==> config.mk <==
export PLATFORM = sky130hd
export DESIGN_NAME = cartridge_bank_controller_top
export DESIGN_NICKNAME = d
export VERILOG_FILES = /design/src/design/cbc_pkg.sv /design/src/design/cbc_core.sv /design/src/design/cartridge_bank_controller_top.sv
export SDC_FILE = /design/constraint.sdc
export NUM_CORES = 1
export LEC_CHECK = 0
export BUFFER_PORTS_ARGS = -buffer_cell sky130_fd_sc_hd__buf_2
export CELL_PAD_IN_SITES_DETAIL_PLACEMENT = 0
export CELL_PAD_IN_SITES_GLOBAL_PLACEMENT = 1
export CORE_MARGIN = 2
export CORE_UTILIZATION = 44
export CTS_BUF_LIST = sky130_fd_sc_hd__clkbuf_4 sky130_fd_sc_hd__clkbuf_8 sky130_fd_sc_hd__clkbuf_16
export CTS_CLUSTER_SIZE = 24
export DETAILED_ROUTE_END_ITERATION = 16
export PLACE_DENSITY = 0.82
export SLEW_MARGIN = 20
export SYNTH_ARGS = -nofsm -noshare
export SYNTH_HDL_FRONTEND = slang
export SYNTH_SLANG_ARGS = --single-unit
export TNS_END_PERCENT = 30
==> constraint.sdc <==
create_clock -name clk -period 3.03 [get_ports clk]
set_input_delay 0.909 -clock clk [delete_from_list [all_inputs] [get_ports clk]]
set_output_delay 0.909 -clock clk [all_outputs]
set_load 0.02 [all_outputs]
==> src/design/cbc_pkg.sv <==
// ----------------------------------------------------------------------------
// cbc_pkg: shared types and constants of the cartridge bank controller
// Mapper kind codes, field widths, configuration and result bundles used by
// the core and the top level, and the bank helper functions of the core.
// ----------------------------------------------------------------------------
package cbc_pkg;

  localparam int MAX_ROM_BANKS = 512;

  localparam int ADDR_W     = 15;
  localparam int DATA_W     = 8;
  localparam int ROM_BANK_W = 9;
  localparam int FIX_BANK_W = 6;
  localparam int RAM_BANK_W = 4;
  localparam int KIND_W     = 3;
  localparam int CFG_IDX_W  = 2;
  localparam int CFG_DATA_W = 9;

  localparam int IN_TDATA_W  = 24;
  localparam int OUT_TDATA_W = 24;

  localparam logic [ROM_BANK_W-1:0] ROM_MASK_LIMIT = ROM_BANK_W'(MAX_ROM_BANKS - 1);

  // mapper kinds
  localparam logic [KIND_W-1:0] KIND_PLAIN = 3'd0;
  localparam logic [KIND_W-1:0] KIND_MBC1  = 3'd1;
  localparam logic [KIND_W-1:0] KIND_MBC2  = 3'd2;
  localparam logic [KIND_W-1:0] KIND_MBC3  = 3'd3;
  localparam logic [KIND_W-1:0] KIND_MBC5  = 3'd4;

  // configuration register indexes
  localparam logic [CFG_IDX_W-1:0] CFG_MAPPER_KIND    = 2'd0;
  localparam logic [CFG_IDX_W-1:0] CFG_ROM_BANK_MASK  = 2'd1;
  localparam logic [CFG_IDX_W-1:0] CFG_RAM_BANK_MASK  = 2'd2;
  localparam logic [CFG_IDX_W-1:0] CFG_MULTICART_MODE = 2'd3;

  // write areas, address bits 14:12
  localparam logic [2:0] AREA_RAM_EN_LO = 3'd0;
  localparam logic [2:0] AREA_RAM_EN_HI = 3'd1;
  localparam logic [2:0] AREA_ROM_LO    = 3'd2;
  localparam logic [2:0] AREA_ROM_HI    = 3'd3;
  localparam logic [2:0] AREA_RAM_LO    = 3'd4;
  localparam logic [2:0] AREA_RAM_HI    = 3'd5;
  localparam logic [2:0] AREA_MODE_LO   = 3'd6;
  localparam logic [2:0] AREA_MODE_HI   = 3'd7;

  localparam logic [3:0] RAM_EN_CODE = 4'hA;

  typedef struct packed {
    logic [KIND_W-1:0]     mapper_kind;
    logic [ROM_BANK_W-1:0] rom_bank_mask;
    logic [RAM_BANK_W-1:0] ram_bank_mask;
    logic                  multicart_mode;
  } cfg_t;

  typedef struct packed {
    logic                  ram_enabled;
    logic [RAM_BANK_W-1:0] mapped_ram_bank;
    logic [FIX_BANK_W-1:0] fixed_rom_bank;
    logic [ROM_BANK_W-1:0] switch_rom_bank;
  } result_t;

  // bank zero adjustment after masking
  function automatic logic [ROM_BANK_W-1:0] zero_fix(input logic [ROM_BANK_W-1:0] bank,
                                                     input logic [KIND_W-1:0] kind);
    logic [ROM_BANK_W-1:0] b;
    b = bank;
    if (kind == KIND_MBC1) begin
      if (bank[4:0] == 5'd0) b = bank + ROM_BANK_W'(1);
    end else if (kind != KIND_PLAIN) begin
      if (bank == '0) b = ROM_BANK_W'(1);
    end
    return b;
  endfunction

  // 64-bank multicart remap: bits 6:5 move to 5:4, bit 4 dropped
  function automatic logic [FIX_BANK_W-1:0] multi_bank(input logic [ROM_BANK_W-1:0] rb);
    return {rb[6:5], rb[3:0]};
  endfunction

endpackage

==> src/design/cbc_core.sv <==
// ----------------------------------------------------------------------------
// cbc_core: bank register file and write decode
// Holds the raw and mapped bank registers, decodes one processor write per
// step and presents the mapped banks as they stand after that write.
// ----------------------------------------------------------------------------
module cbc_core (
  input  logic                         clk,
  input  logic                         rst_n,
  input  logic                         step,
  input  cbc_pkg::cfg_t                cfg,
  input  logic [cbc_pkg::ADDR_W-1:0]   write_address,
  input  logic [cbc_pkg::DATA_W-1:0]   write_data,
  output cbc_pkg::result_t             result_nxt
);
  import cbc_pkg::*;

  logic [ROM_BANK_W-1:0] rom_bank_r,   rom_bank_nxt;
  logic [RAM_BANK_W-1:0] ram_bank_r,   ram_bank_nxt;
  logic                  ram_en_r,     ram_en_nxt;
  logic                  mode_r,       mode_nxt;
  logic [ROM_BANK_W-1:0] map_sw_r,     map_sw_nxt;
  logic [FIX_BANK_W-1:0] map_fix_r,    map_fix_nxt;
  logic [RAM_BANK_W-1:0] map_ram_r,    map_ram_nxt;

  logic [KIND_W-1:0]     kind;
  logic [ROM_BANK_W-1:0] rom_mask;
  logic [2:0]            area;
  logic                  mbc2_sel;
  logic                  multi;
  logic [FIX_BANK_W-1:0] mb;

  // kinds above MBC5 behave as plain
  assign kind     = (cfg.mapper_kind > KIND_MBC5) ? KIND_PLAIN : cfg.mapper_kind;
  assign rom_mask = cfg.rom_bank_mask & ROM_MASK_LIMIT;
  assign area     = write_address[14:12];
  assign mbc2_sel = write_address[8];
  assign multi    = cfg.multicart_mode;

  // write decode and remap
  always_comb begin
    rom_bank_nxt = rom_bank_r;
    ram_bank_nxt = ram_bank_r;
    ram_en_nxt   = ram_en_r;
    mode_nxt     = mode_r;
    map_sw_nxt   = map_sw_r;
    map_fix_nxt  = map_fix_r;
    map_ram_nxt  = map_ram_r;
    mb           = '0;

    case (area) inside
      AREA_RAM_EN_LO, AREA_RAM_EN_HI: begin
        if (!(kind == KIND_MBC2 && mbc2_sel)) begin
          ram_en_nxt  = (write_data[3:0] == RAM_EN_CODE);
          map_ram_nxt = ram_bank_r & cfg.ram_bank_mask;
        end
      end
      AREA_ROM_LO, AREA_ROM_HI: begin
        if (kind == KIND_MBC5) begin
          if (area == AREA_ROM_LO) rom_bank_nxt = {rom_bank_r[8], write_data};
          else                     rom_bank_nxt = {write_data[0], rom_bank_r[7:0]};
          map_sw_nxt = zero_fix(rom_bank_nxt & rom_mask, kind);
        end else if (kind == KIND_MBC1) begin
          if (mode_r && !multi) rom_bank_nxt = {4'd0, write_data[4:0]};
          else                  rom_bank_nxt = {2'd0, rom_bank_r[6:5], write_data[4:0]};
          mb = multi_bank(rom_bank_nxt);
          if (mode_r && multi) map_sw_nxt = zero_fix({3'd0, mb}, KIND_MBC1);
          else                 map_sw_nxt = zero_fix(rom_bank_nxt & rom_mask, kind);
        end else if (kind == KIND_MBC2) begin
          if (mbc2_sel) begin
            rom_bank_nxt = {5'd0, write_data[3:0]};
            map_sw_nxt   = zero_fix(rom_bank_nxt & rom_mask, kind);
          end
        end else if (kind == KIND_MBC3) begin
          rom_bank_nxt = {2'd0, write_data[6:0]};
          map_sw_nxt   = zero_fix(rom_bank_nxt & rom_mask, kind);
        end
      end
      AREA_RAM_LO, AREA_RAM_HI: begin
        if (kind == KIND_MBC1) begin
          if (mode_r) begin
            if (multi) begin
              rom_bank_nxt = {2'd0, write_data[1:0], rom_bank_r[4:0]};
              mb           = multi_bank(rom_bank_nxt);
              map_fix_nxt  = {mb[5:4], 4'd0};
              map_sw_nxt   = zero_fix({3'd0, mb}, KIND_MBC1);
            end else begin
              ram_bank_nxt = {2'd0, write_data[1:0]};
              map_ram_nxt  = ram_bank_nxt & cfg.ram_bank_mask;
            end
          end else begin
            rom_bank_nxt = {2'd0, write_data[1:0], rom_bank_r[4:0]};
            map_sw_nxt   = zero_fix(rom_bank_nxt & rom_mask, kind);
          end
        end else if (kind == KIND_MBC3) begin
          ram_bank_nxt = {2'd0, write_data[1:0]};
          map_ram_nxt  = ram_bank_nxt & cfg.ram_bank_mask;
        end else if (kind == KIND_MBC5) begin
          ram_bank_nxt = write_data[3:0];
          map_ram_nxt  = ram_bank_nxt & cfg.ram_bank_mask;
        end
      end
      AREA_MODE_LO, AREA_MODE_HI: begin
        if (kind == KIND_MBC1) begin
          mode_nxt = write_data[0];
          if (multi) begin
            if (mode_nxt) begin
              mb          = multi_bank(rom_bank_r);
              map_fix_nxt = {mb[5:4], 4'd0};
              map_sw_nxt  = zero_fix({3'd0, mb}, KIND_MBC1);
            end else begin
              map_fix_nxt = '0;
              map_sw_nxt  = zero_fix(rom_bank_r & rom_mask, kind);
            end
          end
        end
      end
      default: ;
    endcase
  end

  // state update on each stepped write
  always_ff @(posedge clk) begin
    if (!rst_n) begin
      rom_bank_r <= ROM_BANK_W'(1);
      ram_bank_r <= '0;
      ram_en_r   <= 1'b0;
      mode_r     <= 1'b0;
      map_sw_r   <= ROM_BANK_W'(1);
      map_fix_r  <= '0;
      map_ram_r  <= '0;
    end else if (step) begin
      rom_bank_r <= rom_bank_nxt;
      ram_bank_r <= ram_bank_nxt;
      ram_en_r   <= ram_en_nxt;
      mode_r     <= mode_nxt;
      map_sw_r   <= map_sw_nxt;
      map_fix_r  <= map_fix_nxt;
      map_ram_r  <= map_ram_nxt;
    end
  end

  assign result_nxt.switch_rom_bank = map_sw_nxt;
  assign result_nxt.fixed_rom_bank  = map_fix_nxt;
  assign result_nxt.mapped_ram_bank = map_ram_nxt;
  assign result_nxt.ram_enabled     = ram_en_nxt;

endmodule

==> src/design/cartridge_bank_controller_top.sv <==
// ----------------------------------------------------------------------------
// cartridge_bank_controller_top: cartridge memory bank controller
// Each input transfer is one processor write into the cartridge control
// area (address 0x0000-0x7FFF and a data byte). Each write produces exactly
// one output transfer with the switchable ROM bank, the fixed-window bank,
// the mapped RAM bank and the RAM enable as they stand after that write.
// Mapper rules follow plain, MBC1 (with multicart remap), MBC2, MBC3, MBC5.
// The configuration port sets mapper kind, ROM and RAM bank masks and the
// multicart flag; write it only while no write is in flight.
// A write accepted into the input register is decoded by the core and its
// result is loaded into the output register once that register is free or
// being taken, which raises out_tvalid. Throughput is one write per cycle
// while the receiver does not stall, set by the single decode stage between
// the input and output registers.
// When the receiver stalls, the result holds in the output register and
// the input register still takes one more write; tready drops once both
// are full. Synchronous reset empties both stages, restores the bank
// registers (ROM bank 1, RAM bank 0, RAM disabled, mode 0) and the
// configuration defaults (plain, ROM mask 1, RAM mask 0, no multicart).
// ----------------------------------------------------------------------------
module cartridge_bank_controller_top (
  input  logic                                clk,
  input  logic                                rst_n,
  // input stream
  input  logic                                in_tvalid,
  output logic                                in_tready,
  input  logic [cbc_pkg::IN_TDATA_W-1:0]      in_tdata,   // write_address, write_data
  // result stream
  output logic                                out_tvalid,
  input  logic                                out_tready,
  // switch_rom_bank, fixed_rom_bank, mapped_ram_bank, ram_enabled, zero pad
  output logic [cbc_pkg::OUT_TDATA_W-1:0]     out_tdata,
  // configuration writes
  input  logic                                cfg_we,
  input  logic [cbc_pkg::CFG_IDX_W-1:0]       cfg_index,
  input  logic [cbc_pkg::CFG_DATA_W-1:0]      cfg_data
);
  import cbc_pkg::*;

  cfg_t                cfg_r;
  logic                in_valid_r;
  logic [ADDR_W-1:0]   addr_r;
  logic [DATA_W-1:0]   data_r;
  logic                out_valid_r;
  result_t             res_r;
  result_t             res_nxt;
  logic                advance;
  logic                in_xfer;

  // pipeline control
  assign advance   = in_valid_r && (!out_valid_r || out_tready);
  assign in_tready = !in_valid_r || advance;
  assign in_xfer   = in_tvalid && in_tready;

  // configuration registers
  always_ff @(posedge clk) begin
    if (!rst_n) begin
      cfg_r.mapper_kind    <= KIND_PLAIN;
      cfg_r.rom_bank_mask  <= ROM_BANK_W'(1);
      cfg_r.ram_bank_mask  <= '0;
      cfg_r.multicart_mode <= 1'b0;
    end else if (cfg_we) begin
      case (cfg_index)
        CFG_MAPPER_KIND:    cfg_r.mapper_kind    <= cfg_data[KIND_W-1:0];
        CFG_ROM_BANK_MASK:  cfg_r.rom_bank_mask  <= cfg_data[ROM_BANK_W-1:0];
        CFG_RAM_BANK_MASK:  cfg_r.ram_bank_mask  <= cfg_data[RAM_BANK_W-1:0];
        CFG_MULTICART_MODE: cfg_r.multicart_mode <= cfg_data[0];
        default: ;
      endcase
    end
  end

  // input register stage
  always_ff @(posedge clk) begin
    if (!rst_n) begin
      in_valid_r <= 1'b0;
    end else if (in_xfer) begin
      in_valid_r <= 1'b1;
    end else if (advance) begin
      in_valid_r <= 1'b0;
    end
  end

  always_ff @(posedge clk) begin
    if (in_xfer) begin
      addr_r <= in_tdata[ADDR_W-1:0];
      data_r <= in_tdata[ADDR_W+DATA_W-1:ADDR_W];
    end
  end

  // bank decode
  cbc_core u_core (
    .clk           (clk),
    .rst_n         (rst_n),
    .step          (advance),
    .cfg           (cfg_r),
    .write_address (addr_r),
    .write_data    (data_r),
    .result_nxt    (res_nxt)
  );

  // output register stage
  always_ff @(posedge clk) begin
    if (!rst_n) begin
      out_valid_r <= 1'b0;
    end else if (advance) begin
      out_valid_r <= 1'b1;
    end else if (out_tready) begin
      out_valid_r <= 1'b0;
    end
  end

  always_ff @(posedge clk) begin
    if (advance) begin
      res_r <= res_nxt;
    end
  end

  assign out_tvalid = out_valid_r;
  assign out_tdata  = {(OUT_TDATA_W - $bits(result_t))'(0), res_r};

endmodule
# [Word level (Yosys, flattened, before mapping)]
# Index checks and enable logic that the tools add are counted.
# W data, S select, Z words.
[word_totals] regBits=96 input_bits=40 out_inout_bits=26 elab_cells=180
[op_classes] add_sub_neg=7 n_lt_le_gt_ge=1 n_eq_ne=19 mux=80 n_bitwise=12 n_reduce_logical=41
[ops] op="$mux W9" n=48
[ops] op="$mux W6" n=10
[ops] op="$mux W4" n=14
[ops] op="$add A9 B1 Y9 const B" n=4
[ops] op="$logic_not A5 Y1" n=7
[ops] op="$and A9 B9 Y9" n=3
[ops] op="$logic_not A9 Y1" n=3
[ops] op="$add A6 B1 Y7 const B" n=3
[ops] op="$and A7 B9 Y9" n=2
[ops] op="$eq A3 B3 Y1 const B" n=5
[ops] op="$reduce_and A7 Y1" n=2
[ops] op="$eq A3 B2 Y1 const B" n=4
[ops] op="$and A4 B9 Y9" n=1
[ops] op="$and A4 B4 Y4" n=2
[ops] op="$reduce_and A2 Y1" n=4
[ops] op="$reduce_bool A2 Y1" n=4
[ops] op="$reduce_or A2 Y1" n=4
[ops] op="$mux W7" n=1
[ops] op="$eq A3 B1 Y1 const B" n=2
[ops] op="$mux W1" n=6
[ops] op="$reduce_and A6 Y1" n=1
[ops] op="$reduce_bool A3 Y1" n=2
[ops] op="$logic_and A1 B1 Y1" n=5
[ops] op="$reduce_and A5 Y1" n=1
[ops] op="other kinds (16)" n=22

# [Logic depth before layout (Yosys ltp)]
# Gate-level depths: netlist (run 1).
[depth] ltp_word=15 mapped_depth=10 ltp_nobuf=8

# [Hierarchy]
# From an unflattened synthesis (run 1), not the netlist that was laid out.
[unflattened] hier_cells=542 hier_area_um2=5084.9
[modules_own_cells] mod="cbc_core" instances=1 cells_per_inst=416 area_per_inst_um2=3006.6 seq_area_each_um2=680.7
[modules_own_cells] mod="cartridge_bank_controller_top" instances=1 cells_per_inst=126 area_per_inst_um2=2078.2 seq_area_each_um2=1671.6

# [Least setup slack after synthesis (run 1)]
# OpenSTA, ideal clock, no wires.
[synth_timing] path_type="in2reg" from="in out_tready" to="reg u_core.map_sw_r[3]" setup_ps=81 arrival_ps=2538 required_time_ps=2949 path_slack_ps=411 cell_stages=7 n_path_buf=2 path_cell_list="nor2b_1 > nand2b_1 > clkbuf_1 > inv_1 > clkbuf_1 > o21ai_0 > a41oi_1"
[synth_via] elab_chain_cells=2
[synth_rtl] element="start: declaration" line_no="cartridge_bank_controller_top.sv:30" rtl="input logic out_tready,"
[synth_rtl] element="$logic_or A1 B1 Y1" line_no="cartridge_bank_controller_top.sv:51" rtl="assign advance = in_valid_r && (!out_valid_r || out_tready);"
[synth_rtl] element="$logic_and A1 B1 Y1" line_no="cartridge_bank_controller_top.sv:51"
[synth_rtl] element="via advance" line_no="cartridge_bank_controller_top.sv:47" rtl="logic advance;"
[synth_rtl] element="end signal: assignment" line_no="cbc_core.sv:136" rtl="map_sw_r <= map_sw_nxt;"
[synth_rtl] element="end: declaration" line_no="cbc_core.sv:21" rtl="logic [ROM_BANK_W-1:0] map_sw_r, map_sw_nxt;"
# The timed path passes the listed nets, and every way through them passes these cells.
# A chain may end at the register's enable or synchronous reset.

==> results of run 1 <==
final cells by class:
class,count,area [µm²],area share (%)
flip-flops and latches,85,2020,35.2
well taps,140,175,3.05
multi-input cells,415,2700,47.0
repair buffers,80,478,8.31
inverters,11,41.3,0.718
clock inverters,2,38.8,0.675
clock buffers,14,293,5.09
worst min path at each step:
stage	start	end
CTS	u_core.map_fix_r[1]	u_core.map_fix_r[1]
global route	u_core.map_fix_r[1]	u_core.map_fix_r[1]
finish	u_core.map_fix_r[1]	u_core.map_fix_r[1]
global placement	u_core.map_fix_r[3]	u_core.map_fix_r[3]
detailed placement	u_core.map_fix_r[1]	u_core.map_fix_r[1]
floorplan	u_core.map_fix_r[0]	u_core.map_fix_r[0]
flip-flops by register name (all words and copies together), names as in the netlist:
| signal | flops |
|---|---|
| addr_r | 4 |
| cfg_r | 17 |
| data_r | 8 |
| in_valid_r | 1 |
| out_tdata | 20 |
| out_tvalid | 1 |
| u_core.map_fix_r | 6 |
| u_core.map_ram_r | 4 |
| u_core.map_sw_r | 9 |
| u_core.mode_r | 1 |
| u_core.ram_bank_r | 4 |
| u_core.ram_en_r | 1 |
| u_core.rom_bank_r | 9 |
worst max-delay path, stage by stage, from the launching register on:
cell	delay, ps
sky130_fd_sc_hd__edfxtp_1	500
sky130_fd_sc_hd__nor3b_4	270
sky130_fd_sc_hd__nor2_1	60
sky130_fd_sc_hd__a31oi_1	270
sky130_fd_sc_hd__ha_1	240
sky130_fd_sc_hd__nand4_1	130
sky130_fd_sc_hd__o41ai_1	470
sky130_fd_sc_hd__o2111ai_1	190
sky130_fd_sc_hd__a22oi_1	270
kinds of logic (layout without fill, tap and decap cells):
kind of cell,Yosys count,count (layout)
simple gates,217,217
compound gates,159,159
flops,85,85
buf+inv,53,107
mux,27,27
fa+ha+maj,6,6
xor+xnor,2,2
other cells,1,4
power by group:
part | switching, W | total (W) | leakage [nW] | internal (W)
logic | 0.000215 | 0.000349 | 1.25 | 0.000134
clock network | 0.000442 | 0.00120 | 0.165 | 0.000753
registers | 0.0000431 | 0.00128 | 0.735 | 0.00123
total | 0.000700 | 0.00282 | 2.15 | 0.00212
per-stage QoR:
step | total power (W) | hold slack (ps) | utilization [%] | cells
3_3_place_gp | 0.00164 | 435 | 49.5 | 731
5_1_grt | 0.00292 | 473 | 52.6 | 747
6_report | 0.00282 | 453 | 52.6 | 747
3_5_place_dp | 0.00164 | 437 | 49.5 | 731
4_1_cts | 0.00284 | 456 | 52.6 | 747
2_1_floorplan | 0.00151 | 421 | - | 553
metal layers:
layer | GRT usage (%) | share of wire [%] | vias up
met3 | 6.53 | 8.0 | 51
met1 | 37.6 | 45 | 2154
li1 | - | - | 2132
met2 | 39.2 | 42 | 252
met4 | 14.9 | 4.6 | 0
met5 | 0 | 0 | -
cells in the mapped netlist, drive strengths merged, types with 3 or more instances:
library cell	n
dfxtp	53
nand4	3
nand2	75
and2	13
nand3	16
o221ai	4
a22oi	4
nor3b	11
o21a	7
or3b	3
a211oi	5
buf	16
o221a	5
nand2b	6
a32o	4
o22ai	3
a21oi	20
ha	6
o31ai	6
edfxtp	32
clkbuf	26
a22o	4
o2111ai	3
or2	4
nor3	11
o311ai	3
mux2	5
o21ai	32
mux2i	22
o211ai	4
a21boi	17
a221oi	4
nor2	34
a31oi	8
inv	10
nor2b	25
nand3b	3
==> report_table.html, run 1 <==
<table>
<tr><th>Metric</th><th>Value</th></tr>
<tr><th colspan="2">Outcome</th></tr>
<tr><td>Outcome</td><td>completed</td></tr>
<tr><th colspan="2">Timing</th></tr>
<tr><td>Fin worst setup slack</td><td>450 ps</td></tr>
<tr><td>Final Slew Violations</td><td>0</td></tr>
<tr><td>FMAX</td><td>388 MHz</td></tr>
<tr><td>Total of endpoints with negative setup slack in the final report</td><td>0</td></tr>
<tr><td>Worst Max-Slew Pin Slew</td><td>978 ps</td></tr>
<tr><td>Fin crit period</td><td>2580 ps</td></tr>
<tr><td>Count of endpoints failing hold in the final timing report</td><td>0</td></tr>
<tr><td>Relative slew margins</td><td>34.0%</td></tr>
<tr><td>Final worst path period share</td><td>85.2%</td></tr>
<tr><td>Sum of negative setup slack</td><td>0 ps</td></tr>
<tr><td>Max Clock Skew</td><td>5.01 ps</td></tr>
<tr><td>Unrepaired setup endpoints after global routing</td><td>no</td></tr>
<tr><th colspan="2">Setup path</th></tr>
<tr><td>Number of cells on the worst reg-to-reg path</td><td>8</td></tr>
<tr><td>Worst setup path start</td><td>addr_r[12]</td></tr>
<tr><td>Critical register-to-register path startpoint</td><td>addr_r[12]</td></tr>
<tr><td>Highest net fanout along the worst path</td><td>5</td></tr>
<tr><td>Critical register-to-register path endpoint</td><td>out_tdata[2]</td></tr>
<tr><td>Req. time, crit path</td><td>3200 ps</td></tr>
<tr><td>Startpoint class of the critical path</td><td>flop</td></tr>
<tr><td>Startpoint-to-endpoint class of the critical path</td><td>flop to flop</td></tr>
<tr><td>Worst Path Arrival</td><td>2750 ps</td></tr>
<tr><td>Kind of end point of the critical path</td><td>flop</td></tr>
<tr><td>Reg-to-reg setup timing slack</td><td>450 ps</td></tr>
<tr><td>Worst Setup EP</td><td>out_tdata[2]</td></tr>
<tr><th colspan="2">Placed design</th></tr>
<tr><td>Post-Place Worst Slack</td><td>529 ps</td></tr>
<tr><td>HPWL reported at the end of detailed placement</td><td>11,300 µm</td></tr>
<tr><td>Port buffer count</td><td>49</td></tr>
<tr><td>Dpl cell area</td><td>0.00542 mm²</td></tr>
<tr><td>Routability Congestion</td><td>1.02</td></tr>
<tr><th colspan="2">GRT</th></tr>
<tr><td>Total global-route track usage</td><td>27.3%</td></tr>
<tr><td>Largest net degree at the start of global routing</td><td>30</td></tr>
<tr><td>Leftover overflow at the end of global routing</td><td>0</td></tr>
<tr><td>Initial antenna violation count</td><td>0</td></tr>
<tr><td>Wire length of the first global-routing pass</td><td>24,300 µm</td></tr>
<tr><td>Number of global-route vias before repair</td><td>4,340</td></tr>
<tr><th colspan="2">Power and ir drop</th></tr>
<tr><td>IR drop worst, VDD</td><td>321 µV</td></tr>
<tr><td>Power density over the cells</td><td>491 mW/mm²</td></tr>
<tr><td>Leakage Power</td><td>2.15 nW</td></tr>
<tr><th colspan="2">Synth</th></tr>
<tr><td>Predominant post-synthesis flop cell</td><td>sky130_fd_sc_hd__dfxtp_1</td></tr>
<tr><td>Top cells by area, synth</td><td>sky130_fd_sc_hd__dfxtp_1 (21%), sky130_fd_sc_hd__edfxtp_1 (19%), sky130_fd_sc_hd__nand2_1 (5.6%), sky130_fd_sc_hd__mux2i_1 (4.4%), sky130_fd_sc_hd__o21ai_0 (3.2%)</td></tr>
<tr><td>Unique masters post-synth</td><td>84</td></tr>
<tr><td>Multiplexer fraction of the synthesized cell area</td><td>5.66%</td></tr>
<tr><td>Number of warning messages in the yosys log</td><td>0</td></tr>
<tr><td>Adder and majority cell fraction of the synthesized area</td><td>1.52%</td></tr>
<tr><td>Post-synthesis instance total</td><td>550</td></tr>
<tr><td>Combinational family with the most area after synthesis</td><td>compound AO/OA/AOI/OAI gates</td></tr>
<tr><td>Proportion of netlist area held by the largest area contributor</td><td>21.4%</td></tr>
<tr><td>Area share of and/or/nand/nor cells after synthesis</td><td>23.2%</td></tr>
<tr><td>Fraction of registers with async set or reset after synthesis</td><td>0%</td></tr>
<tr><td>Area share of xor/xnor cells in the synthesized design</td><td>0.354%</td></tr>
<tr><td>Per-instance average area after synthesis</td><td>9.01 µm²</td></tr>
<tr><td>Yosys top cell by area</td><td>sky130_fd_sc_hd__dfxtp_1</td></tr>
<tr><td>FF+latch count, synth</td><td>85</td></tr>
<tr><td>Compound-gate portion of the synthesized area</td><td>23.5%</td></tr>
<tr><td>Sequential element share of the synthesized area</td><td>40.8%</td></tr>
<tr><td>Area of the mapped netlist</td><td>0.00495 mm²</td></tr>
<tr><td>Count of flip-flops with a built-in enable after synthesis</td><td>32</td></tr>
<tr><th colspan="2">Clock tree</th></tr>
<tr><td>Number of setup buffers added after CTS</td><td>0</td></tr>
<tr><td>Root Driver</td><td>sky130_fd_sc_hd__clkbuf_16</td></tr>
<tr><td>Clock Latency Late Sink</td><td>350 ps</td></tr>
<tr><td>Htree depth</td><td>3</td></tr>
<tr><td>Number of sinks on the clock net</td><td>85</td></tr>
<tr><td>Hold-fix buffers, CTS</td><td>0</td></tr>
<tr><td>Post-CTS clock slew at the launch and capture registers of the worst setup and hold paths</td><td>60 ps</td></tr>
<tr><td>Buffer levels on the longest clock path</td><td>2</td></tr>
<tr><td>Num CTS Buffers</td><td>9</td></tr>
<tr><td>CTS tree</td><td>built</td></tr>
<tr><td>Resized Gates After CTS</td><td>0</td></tr>
<tr><th colspan="2">Finish</th></tr>
<tr><td>Most frequent standard cell in the layout excluding fill and tap cells</td><td>sky130_fd_sc_hd__nand2_1</td></tr>
<tr><td>Final-stage net count</td><td>648</td></tr>
<tr><td>Share of cells above drive strength 1</td><td>20.6%</td></tr>
<tr><td>Leading cell types in the layout, fill and taps excluded</td><td>sky130_fd_sc_hd__nand2_1 (74), sky130_fd_sc_hd__dfxtp_1 (53), sky130_fd_sc_hd__buf_2 (49)</td></tr>
<tr><td>Fillcell total</td><td>1,070</td></tr>
<tr><td>Number of inserted diodes</td><td>0</td></tr>
<tr><td>Finished layout cell area</td><td>0.00575 mm²</td></tr>
<tr><td>Area growth from synthesis to layout</td><td>16.1%</td></tr>
<tr><th colspan="2">Routing</th></tr>
<tr><td>Aggregate routed wire length</td><td>15,500 µm</td></tr>
<tr><td>Count of routing violations after the opening detailed-route iteration</td><td>462</td></tr>
<tr><td>Number of iterations in the first detailed-routing pass</td><td>5</td></tr>
<tr><td>Vias per std cell</td><td>6.14</td></tr>
<tr><td>Number of nets with antenna violations after routing</td><td>0</td></tr>
<tr><td>Total vias in the final route</td><td>4,589</td></tr>
<tr><td>DR WL/cell</td><td>20.8 µm</td></tr>
<tr><td>DRC violation count after routing</td><td>0</td></tr>
<tr><th colspan="2">Floorplan</th></tr>
<tr><td>Die outline height</td><td>110 µm</td></tr>
<tr><td>Die width</td><td>110 µm</td></tr>
<tr><td>I/O pin count</td><td>66</td></tr>
<tr><td>Starting utilization of the core area</td><td>45.3%</td></tr>
<tr><td>FP Rows</td><td>38</td></tr>
<tr><td>Area enclosed by the die boundary</td><td>0.0121 mm²</td></tr>
<tr><td>CORE AREA</td><td>0.0109 mm²</td></tr>
<tr><th colspan="2">Hold path</th></tr>
<tr><td>Min-Delay Path Depth</td><td>1</td></tr>
<tr><td>Tightest Hold Check Type</td><td>flop to flop</td></tr>
<tr><th colspan="2">Job</th></tr>
<tr><td>Total of max-cap violations</td><td>0</td></tr>
</table>
No activity file was read; power rests on OpenSTA's default activity.
==> inputs of run 2 (changes only) <==
--- a/config.mk
+++ b/config.mk
@@ -5,14 +5,14 @@
 export SDC_FILE = /design/constraint.sdc
 export NUM_CORES = 1
 export LEC_CHECK = 0
-export BUFFER_PORTS_ARGS = -buffer_cell sky130_fd_sc_hd__buf_2
 export CELL_PAD_IN_SITES_DETAIL_PLACEMENT = 0
 export CELL_PAD_IN_SITES_GLOBAL_PLACEMENT = 1
 export CORE_MARGIN = 2
-export CORE_UTILIZATION = 44
+export CORE_UTILIZATION = 49
 export CTS_BUF_LIST = sky130_fd_sc_hd__clkbuf_4 sky130_fd_sc_hd__clkbuf_8 sky130_fd_sc_hd__clkbuf_16
 export CTS_CLUSTER_SIZE = 24
 export DETAILED_ROUTE_END_ITERATION = 16
+export DONT_BUFFER_PORTS = 1
 export PLACE_DENSITY = 0.82
 export SLEW_MARGIN = 20
 export SYNTH_ARGS = -nofsm -noshare
==> run 2 against run 1 <==
Against the previous run:
- hold slack improved by 9.4 ps
- largest power group unchanged
- combinational power decreased by 21%
- power decreased by 15%
- non-clock buffer count decreased by 56
- critical endpoint unchanged
- final area decreased by 7.6%
==> report_table.html, run 2 (synthesized netlist as in run 1, its figures left out) <==
<table>
<tr><th>Metric</th><th>Value</th></tr>
<tr><th colspan="2">Finish</th></tr>
<tr><td>Multi-input combinational cell area</td><td>0.00270 mm²</td></tr>
<tr><td>Fillcell total</td><td>896</td></tr>
<tr><td>Most frequent standard cell in the layout excluding fill and tap cells</td><td>sky130_fd_sc_hd__nand2_1</td></tr>
<tr><td>Final-stage net count</td><td>592</td></tr>
<tr><td>Number of flip-flops in the largest register</td><td>20</td></tr>
<tr><td>Number of inserted diodes</td><td>0</td></tr>
<tr><td>Register Area</td><td>0.00202 mm²</td></tr>
<tr><td>Share of cells above drive strength 1</td><td>12.5%</td></tr>
<tr><td>Area growth from synthesis to layout</td><td>7.22%</td></tr>
<tr><td>Leading cell types in the layout, fill and taps excluded</td><td>sky130_fd_sc_hd__nand2_1 (74), sky130_fd_sc_hd__dfxtp_1 (53), sky130_fd_sc_hd__nor2_1 (33)</td></tr>
<tr><th colspan="2">Hold path</th></tr>
<tr><td>Min-Delay Path Depth</td><td>1</td></tr>
<tr><td>Tightest Hold Check Type</td><td>flop to flop</td></tr>
<tr><th colspan="2">Routing</th></tr>
<tr><td>Number of iterations in the first detailed-routing pass</td><td>6</td></tr>
<tr><td>Number of nets with antenna violations after routing</td><td>0</td></tr>
<tr><td>Vias per std cell</td><td>6.43</td></tr>
<tr><td>DR WL/cell</td><td>21.7 µm</td></tr>
<tr><td>DRC violation count after routing</td><td>0</td></tr>
<tr><td>Aggregate routed wire length</td><td>14,900 µm</td></tr>
<tr><td>Total vias in the final route</td><td>4,395</td></tr>
<tr><td>Count of routing violations after the opening detailed-route iteration</td><td>388</td></tr>
<tr><th colspan="2">Placed design</th></tr>
<tr><td>Port buffer count</td><td>0</td></tr>
<tr><td>Routability Congestion</td><td>0.995</td></tr>
<tr><td>HPWL reported at the end of detailed placement</td><td>10,800 µm</td></tr>
<tr><th colspan="2">Clock tree</th></tr>
<tr><td>Root Driver</td><td>sky130_fd_sc_hd__clkbuf_8</td></tr>
<tr><td>Num CTS Buffers</td><td>9</td></tr>
<tr><td>Hold-fix buffers, CTS</td><td>0</td></tr>
<tr><td>Buffer levels on the longest clock path</td><td>2</td></tr>
<tr><td>Resized Gates After CTS</td><td>0</td></tr>
<tr><td>CTS tree</td><td>built</td></tr>
<tr><td>Number of sinks on the clock net</td><td>85</td></tr>
<tr><td>Htree depth</td><td>3</td></tr>
<tr><td>Post-CTS clock slew at the launch and capture registers of the worst setup and hold paths</td><td>110 ps</td></tr>
<tr><td>Number of setup buffers added after CTS</td><td>0</td></tr>
<tr><td>Clock Latency Late Sink</td><td>370 ps</td></tr>
<tr><th colspan="2">Timing</th></tr>
<tr><td>Fin crit period</td><td>2590 ps</td></tr>
<tr><td>Total of endpoints with negative setup slack in the final report</td><td>0</td></tr>
<tr><td>Final-layout worst hold slack</td><td>462 ps</td></tr>
<tr><td>Worst Max-Slew Pin Slew</td><td>748 ps</td></tr>
<tr><td>Max Clock Skew</td><td>14.6 ps</td></tr>
<tr><td>Relative slew margins</td><td>49.5%</td></tr>
<tr><td>Count of endpoints failing hold in the final timing report</td><td>0</td></tr>
<tr><td>Sum of negative setup slack</td><td>0 ps</td></tr>
<tr><td>Final worst path period share</td><td>85.6%</td></tr>
<tr><td>Final Slew Violations</td><td>0</td></tr>
<tr><td>FMAX</td><td>385 MHz</td></tr>
<tr><td>Unrepaired setup endpoints after global routing</td><td>no</td></tr>
<tr><th colspan="2">Floorplan</th></tr>
<tr><td>Die outline height</td><td>105 µm</td></tr>
<tr><td>Area enclosed by the die boundary</td><td>0.0109 mm²</td></tr>
<tr><td>FP Rows</td><td>36</td></tr>
<tr><td>Die width</td><td>105 µm</td></tr>
<tr><td>I/O pin count</td><td>66</td></tr>
<tr><td>Starting utilization of the core area</td><td>50.7%</td></tr>
<tr><td>CORE AREA</td><td>0.00977 mm²</td></tr>
<tr><th colspan="2">Setup path</th></tr>
<tr><td>Highest net fanout along the worst path</td><td>5</td></tr>
<tr><td>Reg-to-reg setup timing slack</td><td>440 ps</td></tr>
<tr><td>Req. time, crit path</td><td>3230 ps</td></tr>
<tr><td>Startpoint class of the critical path</td><td>flop</td></tr>
<tr><td>Worst Path Arrival</td><td>2800 ps</td></tr>
<tr><td>Kind of end point of the critical path</td><td>flop</td></tr>
<tr><td>Startpoint-to-endpoint class of the critical path</td><td>flop to flop</td></tr>
<tr><td>Number of cells on the worst reg-to-reg path</td><td>8</td></tr>
<tr><th colspan="2">GRT</th></tr>
<tr><td>Initial antenna violation count</td><td>0</td></tr>
<tr><td>Wire length of the first global-routing pass</td><td>22,900 µm</td></tr>
<tr><td>Number of global-route vias before repair</td><td>3,942</td></tr>
<tr><td>Total global-route track usage</td><td>27.1%</td></tr>
<tr><td>Largest net degree at the start of global routing</td><td>54</td></tr>
<tr><td>Leftover overflow at the end of global routing</td><td>0</td></tr>
<tr><th colspan="2">Power and ir drop</th></tr>
<tr><td>Leakage Power</td><td>1.86 nW</td></tr>
<tr><td>Power density over the cells</td><td>450 mW/mm²</td></tr>
<tr><td>IR drop worst, VDD</td><td>233 µV</td></tr>
<tr><th colspan="2">Job</th></tr>
<tr><td>Total of max-cap violations</td><td>0</td></tr>
<tr><th colspan="2">Outcome</th></tr>
<tr><td>Outcome</td><td>completed</td></tr>
</table>
-- run 2: final timing paths --
kind,startpoint,to
max,addr_r[12],out_tdata[2]
min,u_core.map_fix_r[0],u_core.map_fix_r[0]
max reg2reg,addr_r[12],out_tdata[2]
min reg2reg,u_core.map_fix_r[0],u_core.map_fix_r[0]
-- run 2: stage by stage --
step                cell area [µm²]  std cells  utilization, %  power (W)  setup WS (ps)
floorplan                      4960        553               -    0.00151            411
finish                         5310        684            54.3    0.00239            436
global route                   5310        684            54.3    0.00248            266
global placement               5110        668            52.3    0.00159            539
CTS                            5310        684            54.3    0.00239            481
detailed placement             5110        668            52.3    0.00159            513
-- run 2: area by class of cell --
cell class | count | share of cell area, %
Sequential cell | 85 | 38.1
Multi-Input combinational cell | 415 | 50.9
Inverter | 11 | 0.777
Timing Repair Buffer | 24 | 3.39
Tap cell | 133 | 3.13
Clock buffer | 9 | 2.33
Clock inverter | 7 | 1.44
-- run 2: critical path, cell delays in order, from the launching register on --
cell and delay [ps]:
sky130_fd_sc_hd__edfxtp_1 520, sky130_fd_sc_hd__nor3b_4 300, sky130_fd_sc_hd__nor2_1 70, sky130_fd_sc_hd__a31oi_1 300, sky130_fd_sc_hd__ha_1 240, sky130_fd_sc_hd__nand4_1 110
sky130_fd_sc_hd__o41ai_1 470, sky130_fd_sc_hd__o2111ai_1 180, sky130_fd_sc_hd__a22oi_1 240
-- run 2: layer usage --
metal | vias up | track usage, % | wire length, µm
met3 | 35 | 4.93 | 1290
met1 | 2073 | 38.7 | 6670
met5 | - | 0 | 0
li1 | 2020 | - | -
met2 | 267 | 41.8 | 6540
met4 | 0 | 8.11 | 356
-- run 2: where the power goes --
part,switching (W),internal [W],leakage (nW)
clock,0.000492,0.000326,0.102
combinational,0.000169,0.000108,1.02
sequential,0.0000637,0.00123,0.735
==> inputs of run 3 (changes only) <==
--- a/config.mk
+++ b/config.mk
@@ -17,5 +17,6 @@
 export SLEW_MARGIN = 20
 export SYNTH_ARGS = -nofsm -noshare
 export SYNTH_HDL_FRONTEND = slang
+export SYNTH_HIERARCHICAL = 1
 export SYNTH_SLANG_ARGS = --single-unit
 export TNS_END_PERCENT = 30
==> run 3 against run 2 <==
Against the previous run:
- global-route usage down 0.15 points
- flip-flop and latch count unchanged
- utilization up 0.17 points
- fmax up 2.8%
- wire length down 8.5%
- first-iteration DRC count up 9.3%
- clock-buffer cell count up 1
- die area down 3.9%
==> report_table.html, run 3 <==
<table>
<tr><th>Metric</th><th>Value</th></tr>
<tr><th colspan="2">Setup path</th></tr>
<tr><td>Startpoint class of the critical path</td><td>flop</td></tr>
<tr><td>Highest net fanout along the worst path</td><td>6</td></tr>
<tr><td>Kind of end point of the critical path</td><td>flop</td></tr>
<tr><td>Startpoint-to-endpoint class of the critical path</td><td>flop to flop</td></tr>
<tr><td>Req. time, crit path</td><td>3120 ps</td></tr>
<tr><td>Worst Path Arrival</td><td>2610 ps</td></tr>
<tr><td>Reg-to-reg setup timing slack</td><td>510 ps</td></tr>
<tr><th colspan="2">Timing</th></tr>
<tr><td>Unrepaired setup endpoints after global routing</td><td>no</td></tr>
<tr><td>Fin crit period</td><td>2520 ps</td></tr>
<tr><td>Fin worst setup slack</td><td>506 ps</td></tr>
<tr><td>Relative slew margins</td><td>52.4%</td></tr>
<tr><td>Final worst path period share</td><td>83.3%</td></tr>
<tr><td>Total of endpoints with negative setup slack in the final report</td><td>0</td></tr>
<tr><td>Sum of negative setup slack</td><td>0 ps</td></tr>
<tr><td>Count of endpoints failing hold in the final timing report</td><td>0</td></tr>
<tr><td>Max Clock Skew</td><td>10.7 ps</td></tr>
<tr><td>Final-layout worst hold slack</td><td>456 ps</td></tr>
<tr><td>FMAX</td><td>396 MHz</td></tr>
<tr><td>Worst Max-Slew Pin Slew</td><td>714 ps</td></tr>
<tr><td>Final Slew Violations</td><td>0</td></tr>
<tr><th colspan="2">Routing</th></tr>
<tr><td>Aggregate routed wire length</td><td>13,600 µm</td></tr>
<tr><td>Vias per std cell</td><td>6.41</td></tr>
<tr><td>Met1 layer wirelength in the final routing</td><td>5890 µm</td></tr>
<tr><td>Highest metal layer with signal wires</td><td>met4</td></tr>
<tr><td>Number of iterations in the first detailed-routing pass</td><td>6</td></tr>
<tr><td>Total vias in the final route</td><td>4,244</td></tr>
<tr><td>Number of nets with antenna violations after routing</td><td>0</td></tr>
<tr><td>DR WL/cell</td><td>20.5 µm</td></tr>
<tr><td>Met2 wire length</td><td>6070 µm</td></tr>
<tr><td>DRC violation count after routing</td><td>0</td></tr>
<tr><td>Total length of routed met3 wires</td><td>1130 µm</td></tr>
<tr><td>Count of routing violations after the opening detailed-route iteration</td><td>424</td></tr>
<tr><th colspan="2">Clock tree</th></tr>
<tr><td>Htree depth</td><td>3</td></tr>
<tr><td>CTS tree</td><td>built</td></tr>
<tr><td>Num CTS Buffers</td><td>9</td></tr>
<tr><td>Post-CTS clock slew at the launch and capture registers of the worst setup and hold paths</td><td>90 ps</td></tr>
<tr><td>Hold-fix buffers, CTS</td><td>0</td></tr>
<tr><td>Resized Gates After CTS</td><td>0</td></tr>
<tr><td>Buffer levels on the longest clock path</td><td>2</td></tr>
<tr><td>Root Driver</td><td>sky130_fd_sc_hd__clkbuf_8</td></tr>
<tr><td>Number of setup buffers added after CTS</td><td>0</td></tr>
<tr><td>Clock Latency Late Sink</td><td>360 ps</td></tr>
<tr><td>Number of sinks on the clock net</td><td>85</td></tr>
<tr><th colspan="2">Job</th></tr>
<tr><td>Total of max-cap violations</td><td>0</td></tr>
<tr><th colspan="2">Floorplan</th></tr>
<tr><td>Starting utilization of the core area</td><td>51.0%</td></tr>
<tr><td>Area enclosed by the die boundary</td><td>0.0105 mm²</td></tr>
<tr><td>FP Rows</td><td>35</td></tr>
<tr><td>Die width</td><td>103 µm</td></tr>
<tr><td>Die outline height</td><td>103 µm</td></tr>
<tr><td>CORE AREA</td><td>0.00933 mm²</td></tr>
<tr><td>I/O pin count</td><td>66</td></tr>
<tr><th colspan="2">GRT</th></tr>
<tr><td>Largest net degree at the start of global routing</td><td>37</td></tr>
<tr><td>Total global-route track usage</td><td>26.9%</td></tr>
<tr><td>Number of global-route vias before repair</td><td>3,988</td></tr>
<tr><td>Leftover overflow at the end of global routing</td><td>0</td></tr>
<tr><td>Initial antenna violation count</td><td>0</td></tr>
<tr><td>Wire length of the first global-routing pass</td><td>21,300 µm</td></tr>
<tr><th colspan="2">Power and ir drop</th></tr>
<tr><td>Leakage Power</td><td>1.79 nW</td></tr>
<tr><td>Power, Total</td><td>0.00230 W</td></tr>
<tr><td>IR drop worst, VDD</td><td>336 µV</td></tr>
<tr><td>Power density over the cells</td><td>452 mW/mm²</td></tr>
<tr><th colspan="2">Placed design</th></tr>
<tr><td>Port buffer count</td><td>0</td></tr>
<tr><td>Total placed cells including tap cells</td><td>646</td></tr>
<tr><td>HPWL reported at the end of detailed placement</td><td>9650 µm</td></tr>
<tr><td>Post-Place Worst Slack</td><td>601 ps</td></tr>
<tr><td>Routability Congestion</td><td>0.944</td></tr>
<tr><th colspan="2">Finish</th></tr>
<tr><td>Number of flip-flops in the largest register</td><td>20</td></tr>
<tr><td>Fillcell total</td><td>898</td></tr>
<tr><td>Leading cell types in the layout, fill and taps excluded</td><td>sky130_fd_sc_hd__nand2_1 (74), sky130_fd_sc_hd__dfxtp_1 (53), sky130_fd_sc_hd__nor2_1 (47)</td></tr>
<tr><td>Area growth from synthesis to layout</td><td>6.95%</td></tr>
<tr><td>Cell Count, Final, Fillers Out</td><td>662</td></tr>
<tr><td>Share of cells above drive strength 1</td><td>11.3%</td></tr>
<tr><td>Final-stage net count</td><td>573</td></tr>
<tr><td>Number of inserted diodes</td><td>0</td></tr>
<tr><td>Most frequent standard cell in the layout excluding fill and tap cells</td><td>sky130_fd_sc_hd__nand2_1</td></tr>
<tr><th colspan="2">Synth</th></tr>
<tr><td>Per-instance average area after synthesis</td><td>8.95 µm²</td></tr>
<tr><td>Post-synthesis instance total</td><td>531</td></tr>
<tr><td>Area of the mapped netlist</td><td>0.00475 mm²</td></tr>
<tr><td>Number of warning messages in the yosys log</td><td>6</td></tr>
<tr><th colspan="2">Outcome</th></tr>
<tr><td>Outcome</td><td>completed</td></tr>
<tr><th colspan="2">Hold path</th></tr>
<tr><td>Tightest Hold Check Type</td><td>flop to flop</td></tr>
</table>
-- run 3: per-stage QoR --
step / cell area, µm² / util (%)
after global placement: 4900 / 52.6
after CTS: 5080 / 54.5
after detailed placement: 4900 / 52.6
final: 5080 / 54.5
after floorplan: 4770 / -
after global routing: 5080 / 54.5
-- run 3: path summary, 6_finish.rpt --
check | from | endpoint | cells past startpoint
setup / recovery | u_core/rom_bank_r[0] | out_tdata[0] | 8
hold / removal | u_core/map_fix_r[0] | u_core/map_fix_r[0] | 1
setup reg to reg | u_core/rom_bank_r[0] | out_tdata[0] | 8
hold reg to reg | u_core/map_fix_r[0] | u_core/map_fix_r[0] | 1
-- run 3: layer usage --
metal,track usage (%),vias up
li1,-,1950
met1,35.3,1999
met2,43.0,251
met3,5.42,44
met4,12.3,0
met5,0,-
-- run 3: layout make-up --
cell class,count,area [µm²],share of cell area [%]
clock inverter,6,47.5,0.935
clock buffer,10,131,2.58
sequential,85,2020,39.8
inverter,14,52.6,1.03
tap,129,161,3.17
timing repair buffer,22,165,3.25
multi-input combinational,396,2500,49.3
-- run 3: critical path: stages, from the launching register on --
cell                       delay, ps
sky130_fd_sc_hd__dfxtp_1         380
sky130_fd_sc_hd__inv_1           130
sky130_fd_sc_hd__ha_1            220
sky130_fd_sc_hd__nor4b_1         560
sky130_fd_sc_hd__a21oi_1         150
sky130_fd_sc_hd__a31oi_1         190
sky130_fd_sc_hd__a31oi_1         110
sky130_fd_sc_hd__a311oi_1        390
sky130_fd_sc_hd__a21oi_1         130
-- run 3: power breakdown --
group / internal [W] / switching, W
sequential: 0.00123 / 0.0000612
combinational: 0.0000915 / 0.000160
clock: 0.000314 / 0.000440
total: 0.00164 / 0.000661
